$ cat config.mk
export PLATFORM = sky130hd
export DESIGN_NAME = scrolling_wave_column_drawer
export DESIGN_NICKNAME = d
export VERILOG_FILES = /design/src/rtl/swcd_pkg.sv /design/src/rtl/scrolling_wave_column_drawer.sv /design/src/rtl/swcd_front.sv /design/src/rtl/swcd_queue.sv /design/src/rtl/swcd_back.sv
export SDC_FILE = /design/constraint.sdc
export NUM_CORES = 1
export LEC_CHECK = 0
export BUFFER_PORTS_ARGS = -buffer_cell sky130_fd_sc_hd__buf_2
export CORE_ASPECT_RATIO = 1.5
export CORE_MARGIN = 3
export CORE_UTILIZATION = 35
export DETAILED_ROUTE_END_ITERATION = 8
export GPL_ROUTABILITY_DRIVEN = 0
export GPL_TIMING_DRIVEN = 0
export PLACE_DENSITY = 0.58
export SKIP_LAST_GASP = 1
export SLEW_MARGIN = 20
export SYNTH_ARGS = -nofsm -noshare
export SYNTH_HDL_FRONTEND = slang
export SYNTH_SLANG_ARGS = --single-unit
$ cat constraint.sdc
create_clock -name clk -period 2.6 [get_ports clk]
set_input_delay 0.26 -clock clk [delete_from_list [all_inputs] [get_ports clk]]
set_output_delay 0.26 -clock clk [all_outputs]
set_load 0.01 [all_outputs]
$ cat src/rtl/swcd_pkg.sv
// ----------------------------------------------------------------------------
// swcd_pkg
// Types and constants shared by the wave column drawer modules.
// ----------------------------------------------------------------------------
`default_nettype none

package swcd_pkg;

  localparam logic [7:0] SAMPLE_MIN   = 8'd32;
  localparam logic [7:0] SAMPLE_MAX   = 8'd159;
  localparam logic [7:0] COL_WRAP     = 8'd128;
  localparam logic [7:0] MARKER_BYTE  = 8'hFF;
  localparam logic [7:0] PAGE_CMD     = 8'hB0;
  localparam logic [7:0] COL_HI_CMD   = 8'h10;
  localparam logic [7:0] LOW_NIBBLE   = 8'h0F;
  localparam logic [7:0] TOP_BIT      = 8'b10000000;
  localparam logic [2:0] FIRST_PAGE   = 3'd4;

  // byte slot within one page group
  localparam logic [1:0] SLOT_PAGE    = 2'd0;
  localparam logic [1:0] SLOT_COL_HI  = 2'd1;
  localparam logic [1:0] SLOT_COL_LO  = 2'd2;
  localparam logic [1:0] SLOT_DATA    = 2'd3;

  localparam int QDEPTH = 2;
  localparam int QAW    = $clog2(QDEPTH);
  localparam int QCW    = $clog2(QDEPTH + 1);

  localparam logic [4:0] LAST_STEP = 5'd31;

  // one classified sample, ready to be drawn
  typedef struct packed {
    logic [1:0] page_idx;   // chosen page minus 4
    logic [7:0] bit_mask;   // single set bit on that page
    logic [7:0] col;        // wave column
  } desc_t;

endpackage

`default_nettype wire

$ cat src/rtl/scrolling_wave_column_drawer.sv
// ----------------------------------------------------------------------------
// scrolling_wave_column_drawer
// Turns each sample into a 32-byte page-addressed display update.
// ----------------------------------------------------------------------------
// Each accepted sample yields 32 bytes: position commands and one data byte
// for pages 4..7 at the current column, then a solid marker column at the
// next column; out_last flags the 32nd byte. The output sequencer sends one
// byte per cycle while out_ready is held high, and samples stream back to
// back. A sample accepted into an empty block is first written into the
// queue and its first byte is then registered in the output register. A
// two-entry queue holds the sample being drawn until its last byte is
// loaded, so one further sample can be accepted while a stream is being
// sent; in_ready drops when both entries are taken.
`default_nettype none

module scrolling_wave_column_drawer (
  input  wire logic       clk,
  input  wire logic       rst_n,
  input  wire logic       in_valid,
  output logic            in_ready,
  input  wire logic [7:0] in_heart_rate,
  output logic            out_valid,
  input  wire logic       out_ready,
  output logic            out_is_data,
  output logic [7:0]      out_byte,
  output logic            out_last
);

  logic            q_push, q_pop, q_full, q_empty;
  swcd_pkg::desc_t q_wdata, q_rdata;

  swcd_front u_front (
    .clk           (clk),
    .rst_n         (rst_n),
    .in_valid      (in_valid),
    .in_ready      (in_ready),
    .in_heart_rate (in_heart_rate),
    .q_full        (q_full),
    .q_push        (q_push),
    .q_wdata       (q_wdata)
  );

  swcd_queue u_queue (
    .clk   (clk),
    .rst_n (rst_n),
    .push  (q_push),
    .wdata (q_wdata),
    .pop   (q_pop),
    .full  (q_full),
    .empty (q_empty),
    .rdata (q_rdata)
  );

  swcd_back u_back (
    .clk         (clk),
    .rst_n       (rst_n),
    .q_empty     (q_empty),
    .q_rdata     (q_rdata),
    .q_pop       (q_pop),
    .out_valid   (out_valid),
    .out_ready   (out_ready),
    .out_is_data (out_is_data),
    .out_byte    (out_byte),
    .out_last    (out_last)
  );

endmodule

`default_nettype wire

$ cat src/rtl/swcd_front.sv
// ----------------------------------------------------------------------------
// swcd_front
// Accepts samples, clamps and quantizes them, assigns the column.
// ----------------------------------------------------------------------------
`default_nettype none

module swcd_front (
  input  wire logic           clk,
  input  wire logic           rst_n,
  input  wire logic           in_valid,
  output logic                in_ready,
  input  wire logic [7:0]     in_heart_rate,
  input  wire logic           q_full,
  output logic                q_push,
  output swcd_pkg::desc_t     q_wdata
);

  logic [7:0] col_pos_r, col_pos_nxt;
  logic [7:0] clamped;
  logic [7:0] offs;
  logic [4:0] level;
  logic [7:0] col;

  always_comb begin
    if (in_heart_rate > swcd_pkg::SAMPLE_MAX)      clamped = swcd_pkg::SAMPLE_MAX;
    else if (in_heart_rate < swcd_pkg::SAMPLE_MIN) clamped = swcd_pkg::SAMPLE_MIN;
    else                                           clamped = in_heart_rate;
    offs  = clamped - swcd_pkg::SAMPLE_MIN;
    level = offs[6:2];
    col   = (col_pos_r == swcd_pkg::COL_WRAP) ? 8'd0 : col_pos_r;
  end

  assign in_ready = !q_full;
  assign q_push   = in_valid && in_ready;

  // page = 7 - level/8, kept as offset from page 4
  assign q_wdata.page_idx = 2'd3 - level[4:3];
  assign q_wdata.bit_mask = swcd_pkg::TOP_BIT >> level[2:0];
  assign q_wdata.col      = col;

  assign col_pos_nxt = q_push ? col + 8'd1 : col_pos_r;

  always_ff @(posedge clk) begin
    if (!rst_n) begin
      col_pos_r <= 8'd0;
    end else begin
      col_pos_r <= col_pos_nxt;
    end
  end

endmodule

`default_nettype wire

$ cat src/rtl/swcd_queue.sv
// ----------------------------------------------------------------------------
// swcd_queue
// Short queue of classified samples between front and back.
// ----------------------------------------------------------------------------
`default_nettype none

module swcd_queue (
  input  wire logic             clk,
  input  wire logic             rst_n,
  input  wire logic             push,
  input  wire swcd_pkg::desc_t  wdata,
  input  wire logic             pop,
  output logic                  full,
  output logic                  empty,
  output swcd_pkg::desc_t       rdata
);

  swcd_pkg::desc_t mem_r [swcd_pkg::QDEPTH];

  logic [swcd_pkg::QAW-1:0] wr_ptr_r, wr_ptr_nxt;
  logic [swcd_pkg::QAW-1:0] rd_ptr_r, rd_ptr_nxt;
  logic [swcd_pkg::QCW-1:0] count_r, count_nxt;

  assign full  = (count_r == swcd_pkg::QCW'(swcd_pkg::QDEPTH));
  assign empty = (count_r == '0);
  assign rdata = mem_r[rd_ptr_r];

  always_comb begin
    wr_ptr_nxt = wr_ptr_r;
    rd_ptr_nxt = rd_ptr_r;
    count_nxt  = count_r;
    if (push) begin
      wr_ptr_nxt = (wr_ptr_r == swcd_pkg::QAW'(swcd_pkg::QDEPTH - 1)) ? '0 : wr_ptr_r + 1'b1;
    end
    if (pop) begin
      rd_ptr_nxt = (rd_ptr_r == swcd_pkg::QAW'(swcd_pkg::QDEPTH - 1)) ? '0 : rd_ptr_r + 1'b1;
    end
    if (push && !pop)      count_nxt = count_r + 1'b1;
    else if (pop && !push) count_nxt = count_r - 1'b1;
  end

  always_ff @(posedge clk) begin
    if (push) begin
      mem_r[wr_ptr_r] <= wdata;
    end
  end

  always_ff @(posedge clk) begin
    if (!rst_n) begin
      wr_ptr_r <= '0;
      rd_ptr_r <= '0;
      count_r  <= '0;
    end else begin
      wr_ptr_r <= wr_ptr_nxt;
      rd_ptr_r <= rd_ptr_nxt;
      count_r  <= count_nxt;
    end
  end

endmodule

`default_nettype wire

$ cat src/rtl/swcd_back.sv
// ----------------------------------------------------------------------------
// swcd_back
// Byte sequencer: expands one queued sample into the 32-byte stream.
// ----------------------------------------------------------------------------
`default_nettype none

module swcd_back (
  input  wire logic             clk,
  input  wire logic             rst_n,
  input  wire logic             q_empty,
  input  wire swcd_pkg::desc_t  q_rdata,
  output logic                  q_pop,
  output logic                  out_valid,
  input  wire logic             out_ready,
  output logic                  out_is_data,
  output logic [7:0]            out_byte,
  output logic                  out_last
);

  // step[4]: marker half, step[3:2]: page offset, step[1:0]: byte slot
  logic [4:0] step_r, step_nxt;
  logic       out_valid_r, out_valid_nxt;
  logic       is_data_r, is_data_nxt;
  logic [7:0] byte_r, byte_nxt;
  logic       last_r, last_nxt;

  logic       load;
  logic [7:0] cur_col;
  logic [2:0] page;

  assign load    = !q_empty && (!out_valid_r || out_ready);
  assign q_pop   = load && (step_r == swcd_pkg::LAST_STEP);
  assign cur_col = step_r[4] ? q_rdata.col + 8'd1 : q_rdata.col;
  assign page    = swcd_pkg::FIRST_PAGE + {1'b0, step_r[3:2]};

  always_comb begin
    is_data_nxt = 1'b0;
    case (step_r[1:0])
      swcd_pkg::SLOT_PAGE:   byte_nxt = swcd_pkg::PAGE_CMD + {5'd0, page};
      swcd_pkg::SLOT_COL_HI: byte_nxt = swcd_pkg::COL_HI_CMD | {4'd0, cur_col[7:4]};
      swcd_pkg::SLOT_COL_LO: byte_nxt = cur_col & swcd_pkg::LOW_NIBBLE;
      default: begin
        is_data_nxt = 1'b1;
        if (step_r[4])                            byte_nxt = swcd_pkg::MARKER_BYTE;
        else if (step_r[3:2] == q_rdata.page_idx) byte_nxt = q_rdata.bit_mask;
        else                                      byte_nxt = 8'h00;
      end
    endcase
    last_nxt = (step_r == swcd_pkg::LAST_STEP);

    if (load)           out_valid_nxt = 1'b1;
    else if (out_ready) out_valid_nxt = 1'b0;
    else                out_valid_nxt = out_valid_r;

    step_nxt = load ? step_r + 5'd1 : step_r;
  end

  always_ff @(posedge clk) begin
    if (!rst_n) begin
      step_r      <= '0;
      out_valid_r <= 1'b0;
    end else begin
      step_r      <= step_nxt;
      out_valid_r <= out_valid_nxt;
    end
  end

  always_ff @(posedge clk) begin
    if (load) begin
      is_data_r <= is_data_nxt;
      byte_r    <= byte_nxt;
      last_r    <= last_nxt;
    end
  end

  assign out_valid   = out_valid_r;
  assign out_is_data = is_data_r;
  assign out_byte    = byte_r;
  assign out_last    = last_r;

endmodule

`default_nettype wire

==> impl_metrics.csv, run 1 <==
group,metric,value,unit
critical_path,crit_path_top_delay_cell,"mux2_2",
clocking,clkTransAtPathRegs,0.05,ns
synth,yosysWarnings,0,
critical_path,cp.required,2.77,ns
grt,track_usage,0.116,
grt,use_met3,0.0343,
detailed_routing,drtIter0Drc,98,
critical_path,endpoint,"u_back.out_byte[2]",
die,die_area,10200,um2
critical_path,r2r_slack,0.55,ns
critical_path,worst-path-stages,8,
detailed_routing,via_count,2009,
synth,ys_ff_latch,65,
synth,synth_edf_count,46,
grt,top_usage_layer,"met2",
die,ios,24,
critical_path,crit_buf_inv,2,
clocking,htree_levels,3,
critical_path,cpPeakStageDelay,0.35,ns
clocking,cts_tree,"yes",
final_layout,synthToLayoutAreaGrowth,16.9,%
die,num_rows,41,
power,power_leakage,1.32,nW
clocking,cts-root-buf,"clkbuf_16",
critical_path,path_delay_family,"simple AND/OR/NAND/NOR gates",
final_layout,antennaDiodeCount,0,
power,ir_drop,0.389,mV
final_layout,nNetsFinal,315,
clocking,cts_setup_buffers,0,
detailed_routing,wl,5500,um
final_layout,drive_above_1_share,0.221,
detailed_routing,ant_nets,0,
clocking,worst_skew_pair.late_latency,0.32,ns
final_layout,fill_cells,801,
detailed_routing,drcViolationCount,0,
die,core_area,8620,um2
synth,postSynthCellCount,261,
place,dpl.hpwl,4110,um
timing,fin_setup_tns,0,ns
power,pwr_density_cell,767,nW/um2
timing,rsz0062_at_grt,"no",
die,die_h,122,um
detailed_routing,drt_pass1_iterations,4,
synth,ys_types,48,
grt,met2_usage,0.206,
place,dpl_cell_area,3410,um2
grt,antenna_found_initial,0,
synth,ys.flop_type,"edfxtp_1",
timing,setup_slack,0.552,ns
clocking,clockBufferDepth,2,
worst_hold_path,hold_path.class,"input pin to flop",
critical_path,r2r_cells,8,
final_layout,fin_area,3700,um2
critical_path,worstSetupStartpointType,"flop",
grt,grt_pass1_wl,9250,um
timing,fmax,488,MHz
detailed_routing,vias_per_cell,4.96,
grt,grt_pass1_vias,1923,
grt,globalRouteOverflowTotal,0,
grt,grt_max_degree,19,
run_status,status,"finished clean",
timing,clock_skew,0.00404,ns
timing,period_minus_slack,2.05,ns
grt,met1_usage,0.124,
timing,setup-violations-final,0,
place,place_ws,0.575,ns
timing,max-slew-margin-rel,0.449,
run,cap_viol_max_count,0,
place,io_buffers,20,
critical_path,crit_path_end_kind,"flop",
timing,worst_slew_pin_slew,0.826,ns
synth,ys_async_sr_fraction,0,
die,die_w,83.6,um
clocking,cts_resized,0,
synth,syn_area,3160,um2
synth,avgSynthCellArea,12.1,um2
die,initial_core_util,0.367,
clocking,postCtsHoldBufs,0,
timing,post-route-period-util,0.788,
critical_path,r2r_end,"u_back.out_byte[2]",
critical_path,worstSetupPathType,"flop to flop",
clocking,numCtsBuffers,9,
synth,syn-num-nets,283,
critical_path,cp.arrival,2.21,ns
synth,yosysSeqAreaShare,0.557,
detailed_routing,wl_per_cell,13.6,um
power,finalPower,0.00284,W
timing,hold_viol_final,0,
clocking,cts_sinks,65,
timing,finalMaxSlewViolations,0,
critical_path,path_cells,"buf_6, buf_12, mux2_2, ha_1, nand2_1, a2111oi_2, or3_1, a41oi_2",
critical_path,critical_path.max_fanout,10,
cells in the final DEF, fill, tap and decap left out, types with 4 or more instances in the layout:
cell / n
a21oi_1: 17
a31oi_1: 9
and3_1: 4
buf_2: 21
clkbuf_1: 10
clkbuf_16: 10
dfxtp_1: 19
edfxtp_1: 46
ha_1: 10
inv_1: 13
mux2_2: 10
mux2i_1: 5
nand2_1: 11
nand2b_1: 7
nand3_1: 10
nand4_1: 7
nor2_1: 23
nor3_1: 5
o21ai_0: 4
or3_1: 4
xnor2_1: 4
xor2_1: 8
per-stage QoR:
stage	utilization	hold WS [ns]	cells
floorplan	-	0.378	261
finish	0.429	0.159	405
global route	0.429	0.169	405
CTS	0.429	0.145	405
detailed placement	0.396	0.490	389
global placement	0.394	0.488	388
how the worst min path moves through the flow:
stage | startpoint | end | slack, ns | cells past startpoint
floorplan | rst_n | u_front.col_pos_r[3] | 0.38 | 1
CTS | rst_n | u_front.col_pos_r[3] | 0.15 | 2
global placement | rst_n | u_front.col_pos_r[3] | 0.49 | 2
finish | rst_n | u_front.col_pos_r[3] | 0.16 | 2
global route | rst_n | u_front.col_pos_r[3] | 0.17 | 2
detailed placement | u_queue.rd_ptr_r | flop | 0.49 | 2
logic make-up (layout without fill, tap and decap cells):
group                    count (synthesis)  after routing  synth area share
AO/OA/AOI/OAI                           47             47             0.109
XOR/XNOR                                14             14            0.0435
adder cells (fa/ha/maj)                 11             11            0.0427
buffers and inverters                   25             62            0.0388
flip-flops                              65             65             0.557
multiplexers                            19             19            0.0743
AND/OR/NAND/NOR                         80             80             0.135
layer usage:
| layer | routed length (um) | up-vias | share of wire |
|---|---|---|---|
| li1 | - | 1019 | - |
| met1 | 2260 | 948 | 0.41 |
| met3 | 159 | 13 | 0.029 |
| met4 | 150 | 0 | 0.027 |
| met2 | 2930 | 29 | 0.53 |
| met5 | 0 | - | 0 |
registers in the layout, indices dropped and copies added (netlist names), named ones only:
register / cells
u_back.out_byte: 8
u_back.out_is_data: 1
u_back.out_last: 1
u_back.out_valid: 1
u_back.step_r: 5
u_front.col_pos_r: 8
u_queue.count_r: 2
u_queue.mem_r: 36
u_queue.rd_ptr_r: 1
u_queue.wr_ptr_r: 1
synthesized netlist by cell type (4+ instances only):
| cell type | count | area, um2 |
|---|---|---|
| edfxtp_1 | 46 | 1380 |
| nor2_1 | 25 | 93.8 |
| dfxtp_1 | 19 | 380 |
| a21oi_1 | 17 | 85.1 |
| inv_1 | 13 | 48.8 |
| nand2_1 | 11 | 41.3 |
| ha_1 | 10 | 125 |
| mux2_2 | 10 | 113 |
| nand3_1 | 10 | 50.1 |
| a31oi_1 | 9 | 56.3 |
| xor2_1 | 8 | 70.1 |
| clkbuf_1 | 7 | 26.3 |
| nand2b_1 | 7 | 43.8 |
| nand4_1 | 7 | 43.8 |
| mux2i_1 | 5 | 50.1 |
| nor3_1 | 5 | 25.0 |
| and3_1 | 4 | 25.0 |
| o21ai_0 | 4 | 20.0 |
| or3_1 | 4 | 25.0 |
| xnor2_1 | 4 | 35.0 |
area by class of cell:
cell class	count	area, um2	area share
multi-input combinational	171	1280	0.347
timing repair buffer	21	111	0.0301
clock buffer	14	275	0.0744
tap	107	134	0.0362
inverter	14	52.6	0.0142
buffer	11	70.1	0.0189
sequential	65	1760	0.476
clock inverter	2	10.0	0.00271
report_power, final:
group,internal (W),switching [W]
registers,0.00125,0.0000553
clock network,0.000726,0.000394
logic,0.000157,0.000252
total,0.00214,0.000701
(Power assumes the default switching activity.)
==> run 2: changes to the inputs <==
--- a/config.mk
+++ b/config.mk
@@ -5,6 +5,7 @@
 export SDC_FILE = /design/constraint.sdc
 export NUM_CORES = 1
 export LEC_CHECK = 0
+export ABC_AREA = 1
 export BUFFER_PORTS_ARGS = -buffer_cell sky130_fd_sc_hd__buf_2
 export CORE_ASPECT_RATIO = 1.5
 export CORE_MARGIN = 3
==> constraint.sdc (replaced) <==
create_clock -name clk -period 2.1 [get_ports clk]
set_input_delay 0.21 -clock clk [delete_from_list [all_inputs] [get_ports clk]]
set_output_delay 0.21 -clock clk [all_outputs]
set_load 0.01 [all_outputs]
==> impl_metrics.csv, run 2 <==
group,metric,value,unit
clocking,worst_skew_pair.late_latency,0.33,ns
synth,ys.flop_type,"edfxtp_1",
final_layout,layout_common_cells,"nand2_1 (84), inv_1 (48), edfxtp_1 (46)",
critical_path,cp.arrival,1.99,ns
critical_path,r2r_slack,0.17,ns
final_layout,regMostFlops,"u_queue.mem_r",
power,finalPower,0.00345,W
timing,fmax,518,MHz
synth,ys_top_cells_by_area,"edfxtp_1 (43%), dfxtp_1 (12%), nand2_1 (10%), inv_1 (5.6%), nor2_1 (4.1%)",
die,ios,24,
detailed_routing,ant_nets,0,
critical_path,worstSetupPathType,"flop to flop",
critical_path,critical_path.most_common_cell,"a21oi_1",
synth,synth_common_cells,"nand2_1 (85), inv_1 (48), edfxtp_1 (46)",
grt,grt_max_degree,17,
timing,max-slew-margin-rel,0.655,
timing,clock_skew,0.00435,ns
final_layout,drive_above_1_share,0.214,
detailed_routing,drtIter0Drc,80,
detailed_routing,via_count,2272,
detailed_routing,drt_pass1_iterations,4,
run_status,status,"finished clean",
worst_hold_path,worstHoldStart,"rst_n",
final_layout,antennaDiodeCount,0,
timing,worst_slew_pin_slew,0.518,ns
power,pwr_density_cell,910,nW/um2
clocking,postCtsHoldBufs,0,
synth,synth.top_cell.area_share,0.433,
die,num_rows,42,
timing,hold_viol_final,0,
timing,setup_slack,0.168,ns
timing,finalMaxSlewViolations,0,
die,die_w,84.0,um
critical_path,cpPeakStageDelay,0.31,ns
worst_hold_path,holdPathEnd,"u_back.step_r[4]",
detailed_routing,vias_per_cell,4.52,
synth,syn_area,3190,um2
clocking,cts-root-buf,"clkbuf_16",
final_layout,fin_area,3790,um2
grt,grt_pass1_wl,9970,um
grt,grt_pass1_vias,2131,
place,dpl.hpwl,4490,um
timing,post-route-period-util,0.920,
critical_path,worstSetupStartpointType,"flop",
critical_path,critical_path.max_fanout,10,
final_layout,nNetsFinal,410,
synth,ys_ff_latch,65,
power,seq_power_share,0.452,
power,p_int,0.00261,W
place,place_ws,0.0975,ns
synth,avgSynthCellArea,9.04,um2
timing,period_minus_slack,1.93,ns
die,die_h,123,um
die,core_area,8830,um2
critical_path,cp.required,2.16,ns
place,io_buffers,21,
final_layout,fill_cells,862,
final_layout,mostFrequentLayoutCell,"nand2_1",
power,power_leakage,1.58,nW
clocking,htree_levels,3,
critical_path,crit_path_end_kind,"flop",
clocking,clkTransAtPathRegs,0.05,ns
critical_path,r2r_end,"u_back.out_byte[2]",
power,power_frac_comb,0.130,
detailed_routing,drcViolationCount,0,
final_layout,synthToLayoutAreaGrowth,18.9,%
clocking,numCtsBuffers,9,
worst_hold_path,hold_path.class,"input pin to flop",
synth,ys_types,31,
detailed_routing,wl,5990,um
synth,yosysSeqAreaShare,0.552,
clocking,clockBufferDepth,2,
place,dpl_cell_area,3460,um2
critical_path,r2r_cells,13,
synth,postSynthCellCount,353,
run,cap_viol_max_count,0,
worst_hold_path,min_path_cells,3,
clocking,cts_tree,"yes",
die,initial_core_util,0.361,
grt,track_usage,0.125,
final_layout,largest_reg_flops,36,
power,sw_frac_of_total,0.243,
power,netSwitchingPower,0.000841,W
timing,fin_setup_tns,0,ns
synth,synth_top_cell_by_area,"edfxtp_1",
die,die_area,10300,um2
power,pwr-share-clk,0.418,
critical_path,crit_path_top_delay_cell,"dfxtp_1",
timing,setup-violations-final,0,
critical_path,path_cells,"buf_6, buf_12, nand2_2, nand2_2, inv_1, ha_1, nand2_1, inv_1, nand2_1, nor2_2, a21oi_1, a21oi_1, a21oi_1",
synth,syn-num-nets,375,
grt,globalRouteOverflowTotal,0,
power,ir_drop,0.391,mV
synth,synth_edf_count,46,
detailed_routing,wl_per_cell,11.9,um
grt,antenna_found_initial,0,
synth,yosysWarnings,0,
synth,yosysMostFrequentCell,"nand2_1",
timing,holdWs,0.181,ns
synth,ys_async_sr_fraction,0,
timing,rsz0062_at_grt,"no",
clocking,cts_sinks,65,
==> run 2: cell count changes in the layout (fill, tap and decap cells not counted), moves of 6 or more <==
cell and change:
mux2_2 -10, o21ai_1 +6, o21ai_0 +7, a21oi_1 +9, nand2_1 +73, nor2_1 +9
nand2b_1 -7, a31oi_1 -8, nand4_1 -6, inv_1 +35, nand2_2 +11
==> run 2: cells by family after synthesis <==
family / Yosys count / synth area share
xor+xnor: 3 / 0.00824
compound gates: 51 / 0.0902
fa+ha+maj: 10 / 0.0392
simple gates: 160 / 0.222
flops: 65 / 0.552
buf+inv: 64 / 0.0882
==> run 2: layout make-up <==
cell class / instances / area [um2] / share of cell area
sequential: 65 / 1770 / 0.466
inverter: 54 / 205 / 0.0541
tap: 110 / 138 / 0.0363
multi-input combinational: 224 / 1180 / 0.311
clock buffer: 12 / 246 / 0.0650
clock inverter: 4 / 45.0 / 0.0119
buffer: 10 / 76.3 / 0.0201
timing repair buffer: 24 / 135 / 0.0356
==> run 2: repair_timing <==
item | 4_1_cts | 5_1_grt
buffers inserted | 0 | 1
setup endpoints to repair | 0 | 3
resized for setup | 0 | 10
==> run 2: worst max-delay path by stage <==
stage	end	depth (start not counted)
floorplan	u_queue.count_r[1]	10
global placement	u_queue.mem_r[1][15]	4
detailed placement	u_queue.count_r[1]	10
CTS	u_queue.count_r[1]	10
global route	u_queue.count_r[1]	10
finish	u_back.out_byte[2]	13
==> run 2: routing by layer <==
layer,global-route usage,vias up,wire length [um]
met3,0.0273,15,186
met5,0,-,0
li1,-,1213,-
met1,0.134,1014,2380
met4,0.0704,0,160
met2,0.229,30,3260
==> run 2: through the flow <==
| stage | utilization | cells |
|---|---|---|
| final | 0.430 | 503 |
| after global routing | 0.430 | 503 |
| after CTS | 0.425 | 502 |
| after detailed placement | 0.392 | 486 |
| after global placement | 0.389 | 484 |
| after floorplan | - | 353 |
==> run 2: power groups by stage <==
| stage | clock, W | combinational, W | sequential (W) |
|---|---|---|---|
| 3_5_place_dp | 0 | 0.000441 | 0.00158 |
| 3_3_place_gp | 0 | 0.000423 | 0.00158 |
| 2_1_floorplan | 0 | 0.000283 | 0.00159 |
| 6_report | 0.00144 | 0.000449 | 0.00156 |
| 4_1_cts | 0.00148 | 0.000444 | 0.00156 |
| 5_1_grt | 0.00153 | 0.000512 | 0.00157 |
==> run 2: worst max-delay path: cells and delay by family, from the launching register on <==
family / cells / cell delay, ns
and+or+nand+nor: 5 / 0.46
buffers and inverters: 4 / 0.41
AOI/OAI and AO/OA: 3 / 0.35
DFF: 1 / 0.31
adders and majority gates: 1 / 0.13
==> run 3: changes to the inputs <==
--- a/config.mk
+++ b/config.mk
@@ -7,13 +7,15 @@
 export LEC_CHECK = 0
 export ABC_AREA = 1
 export BUFFER_PORTS_ARGS = -buffer_cell sky130_fd_sc_hd__buf_2
+export CELL_PAD_IN_SITES_DETAIL_PLACEMENT = 1
+export CELL_PAD_IN_SITES_GLOBAL_PLACEMENT = 1
 export CORE_ASPECT_RATIO = 1.5
 export CORE_MARGIN = 3
 export CORE_UTILIZATION = 35
 export DETAILED_ROUTE_END_ITERATION = 8
 export GPL_ROUTABILITY_DRIVEN = 0
 export GPL_TIMING_DRIVEN = 0
-export PLACE_DENSITY = 0.58
+export PLACE_DENSITY = 0.7
 export SKIP_LAST_GASP = 1
 export SLEW_MARGIN = 20
 export SYNTH_ARGS = -nofsm -noshare
==> impl_metrics.csv, run 3 (same netlist as run 2, synthesis figures left out) <==
group,metric,value,unit
power,pwr-share-clk,0.413,
grt,top_usage_layer,"met2",
timing,hold_viol_final,0,
die,die_h,123,um
place,io_buffers,21,
final_layout,drive_above_1_share,0.209,
critical_path,critical_path.max_fanout,10,
power,power_leakage,1.57,nW
final_layout,largest_reg_flops,36,
final_layout,final_util,0.429,
clocking,clkTransAtPathRegs,0.05,ns
place,dpl.hpwl,5310,um
timing,fmax,507,MHz
clocking,cts-root-buf,"clkbuf_16",
clocking,htree_levels,3,
detailed_routing,drcViolationCount,0,
timing,finalMaxSlewViolations,0,
power,p_int,0.00258,W
place,dpl_cell_area,3470,um2
critical_path,crit_path_end_kind,"flop",
timing,max-slew-margin-rel,0.658,
run_status,status,"finished clean",
die,die_w,84.0,um
die,initial_core_util,0.361,
power,sw_frac_of_total,0.251,
power,pwr_density_cell,908,nW/um2
power,finalPower,0.00344,W
die,ios,24,
timing,post-route-period-util,0.938,
grt,use_met3,0.0347,
critical_path,cp.required,2.19,ns
detailed_routing,wl,6840,um
power,seq_power_share,0.453,
grt,met1_usage,0.145,
power,power_frac_comb,0.134,
power,netSwitchingPower,0.000862,W
final_layout,antennaDiodeCount,0,
die,core_area,8830,um2
final_layout,nNetsFinal,410,
detailed_routing,drt_pass1_iterations,4,
run,cap_viol_max_count,0,
final_layout,fin_area,3790,um2
grt,grt_max_degree,17,
timing,rsz0062_at_grt,"no",
detailed_routing,via_count,2409,
grt,track_usage,0.140,
detailed_routing,wl_per_cell,13.6,um
critical_path,worstSetupStartpointType,"flop",
detailed_routing,vias_per_cell,4.79,
timing,fin_setup_tns,0,ns
timing,period_minus_slack,1.97,ns
final_layout,regMostFlops,"u_queue.mem_r",
timing,setup-violations-final,0,
timing,clock_skew,0.00628,ns
clocking,clockBufferDepth,2,
power,ir_drop,0.516,mV
grt,globalRouteOverflowTotal,0,
critical_path,worstSetupPathType,"flop to flop",
die,die_area,10300,um2
detailed_routing,ant_nets,0,
timing,holdWs,0.161,ns
grt,grt_pass1_wl,11200,um
clocking,worst_skew_pair.late_latency,0.33,ns
clocking,cts_tree,"yes",
worst_hold_path,hold_path.class,"input pin to flop",
grt,antenna_found_initial,0,
timing,worst_slew_pin_slew,0.514,ns
final_layout,synthToLayoutAreaGrowth,18.8,%
final_layout,mostFrequentLayoutCell,"nand2_1",
final_layout,layout_common_cells,"nand2_1 (84), inv_1 (48), edfxtp_1 (46)",
grt,grt_pass1_vias,2455,
die,num_rows,42,
clocking,postCtsHoldBufs,0,
clocking,cts_sinks,65,
clocking,numCtsBuffers,9,
grt,met2_usage,0.257,
detailed_routing,drtIter0Drc,61,
critical_path,cp.arrival,2.06,ns
run 3: final timing paths:
check        slack, ns            startpoint  cells past startpoint                   end
min reg2reg       0.50  u_front.col_pos_r[5]                      2  u_front.col_pos_r[5]
max reg2reg       0.13                  flop                     15    u_back.out_byte[0]
min               0.16                 rst_n                      3      u_back.step_r[1]
max               0.13                  flop                     15    u_back.out_byte[0]
run 3: layout make-up:
type                       count  area [um2]
buffer                        10        76.3
clock buffer                  10         229
clock inverter                 6        58.8
fill                        1051        5040
inverter                      54         205
multi-input combinational    224        1180
sequential                    65        1760
tap                          110         138
timing repair buffer          24         143
run 3: stage by stage:
stage          setup slack, ns  cells
2_1_floorplan            0.291    353
3_3_place_gp            -0.102    484
3_5_place_dp           -0.0171    486
4_1_cts                 0.0208    502
5_1_grt                0.00465    503
6_report                 0.130    503
run 3: power by group through the flow:
stage | sequential [W] | clock [W] | combinational [W]
floorplan | 0.00159 | 0 | 0.000283
global placement | 0.00158 | 0 | 0.000428
detailed placement | 0.00159 | 0 | 0.000455
CTS | 0.00156 | 0.00146 | 0.000458
global route | 0.00157 | 0.00153 | 0.000520
finish | 0.00156 | 0.00142 | 0.000460
run 3: critical path, stage by stage (launching register included):
cell     delay (ns)
dfxtp_1        0.31
buf_6          0.14
buf_12         0.14
nand2_2        0.08
nand2_2        0.07
inv_1          0.06
ha_1           0.13
nand2_1        0.08
inv_1          0.07
nand2_1        0.08
nor2_2         0.19
nand2_1        0.08
nand3_1        0.07
nand3_1        0.09
o21ai_1        0.08
inv_1          0.04
run 3: timing repair:
item,in CTS,in global routing
pin swaps,0,2
setup buffers,0,1
endpoints found under the setup margin,1,3
resized for setup,2,5
run 3: routing by layer:
layer | part of all wire | wire length [um]
met5 | 0 | 0
met4 | 0.039 | 269
met3 | 0.041 | 279
met2 | 0.53 | 3650
met1 | 0.39 | 2630
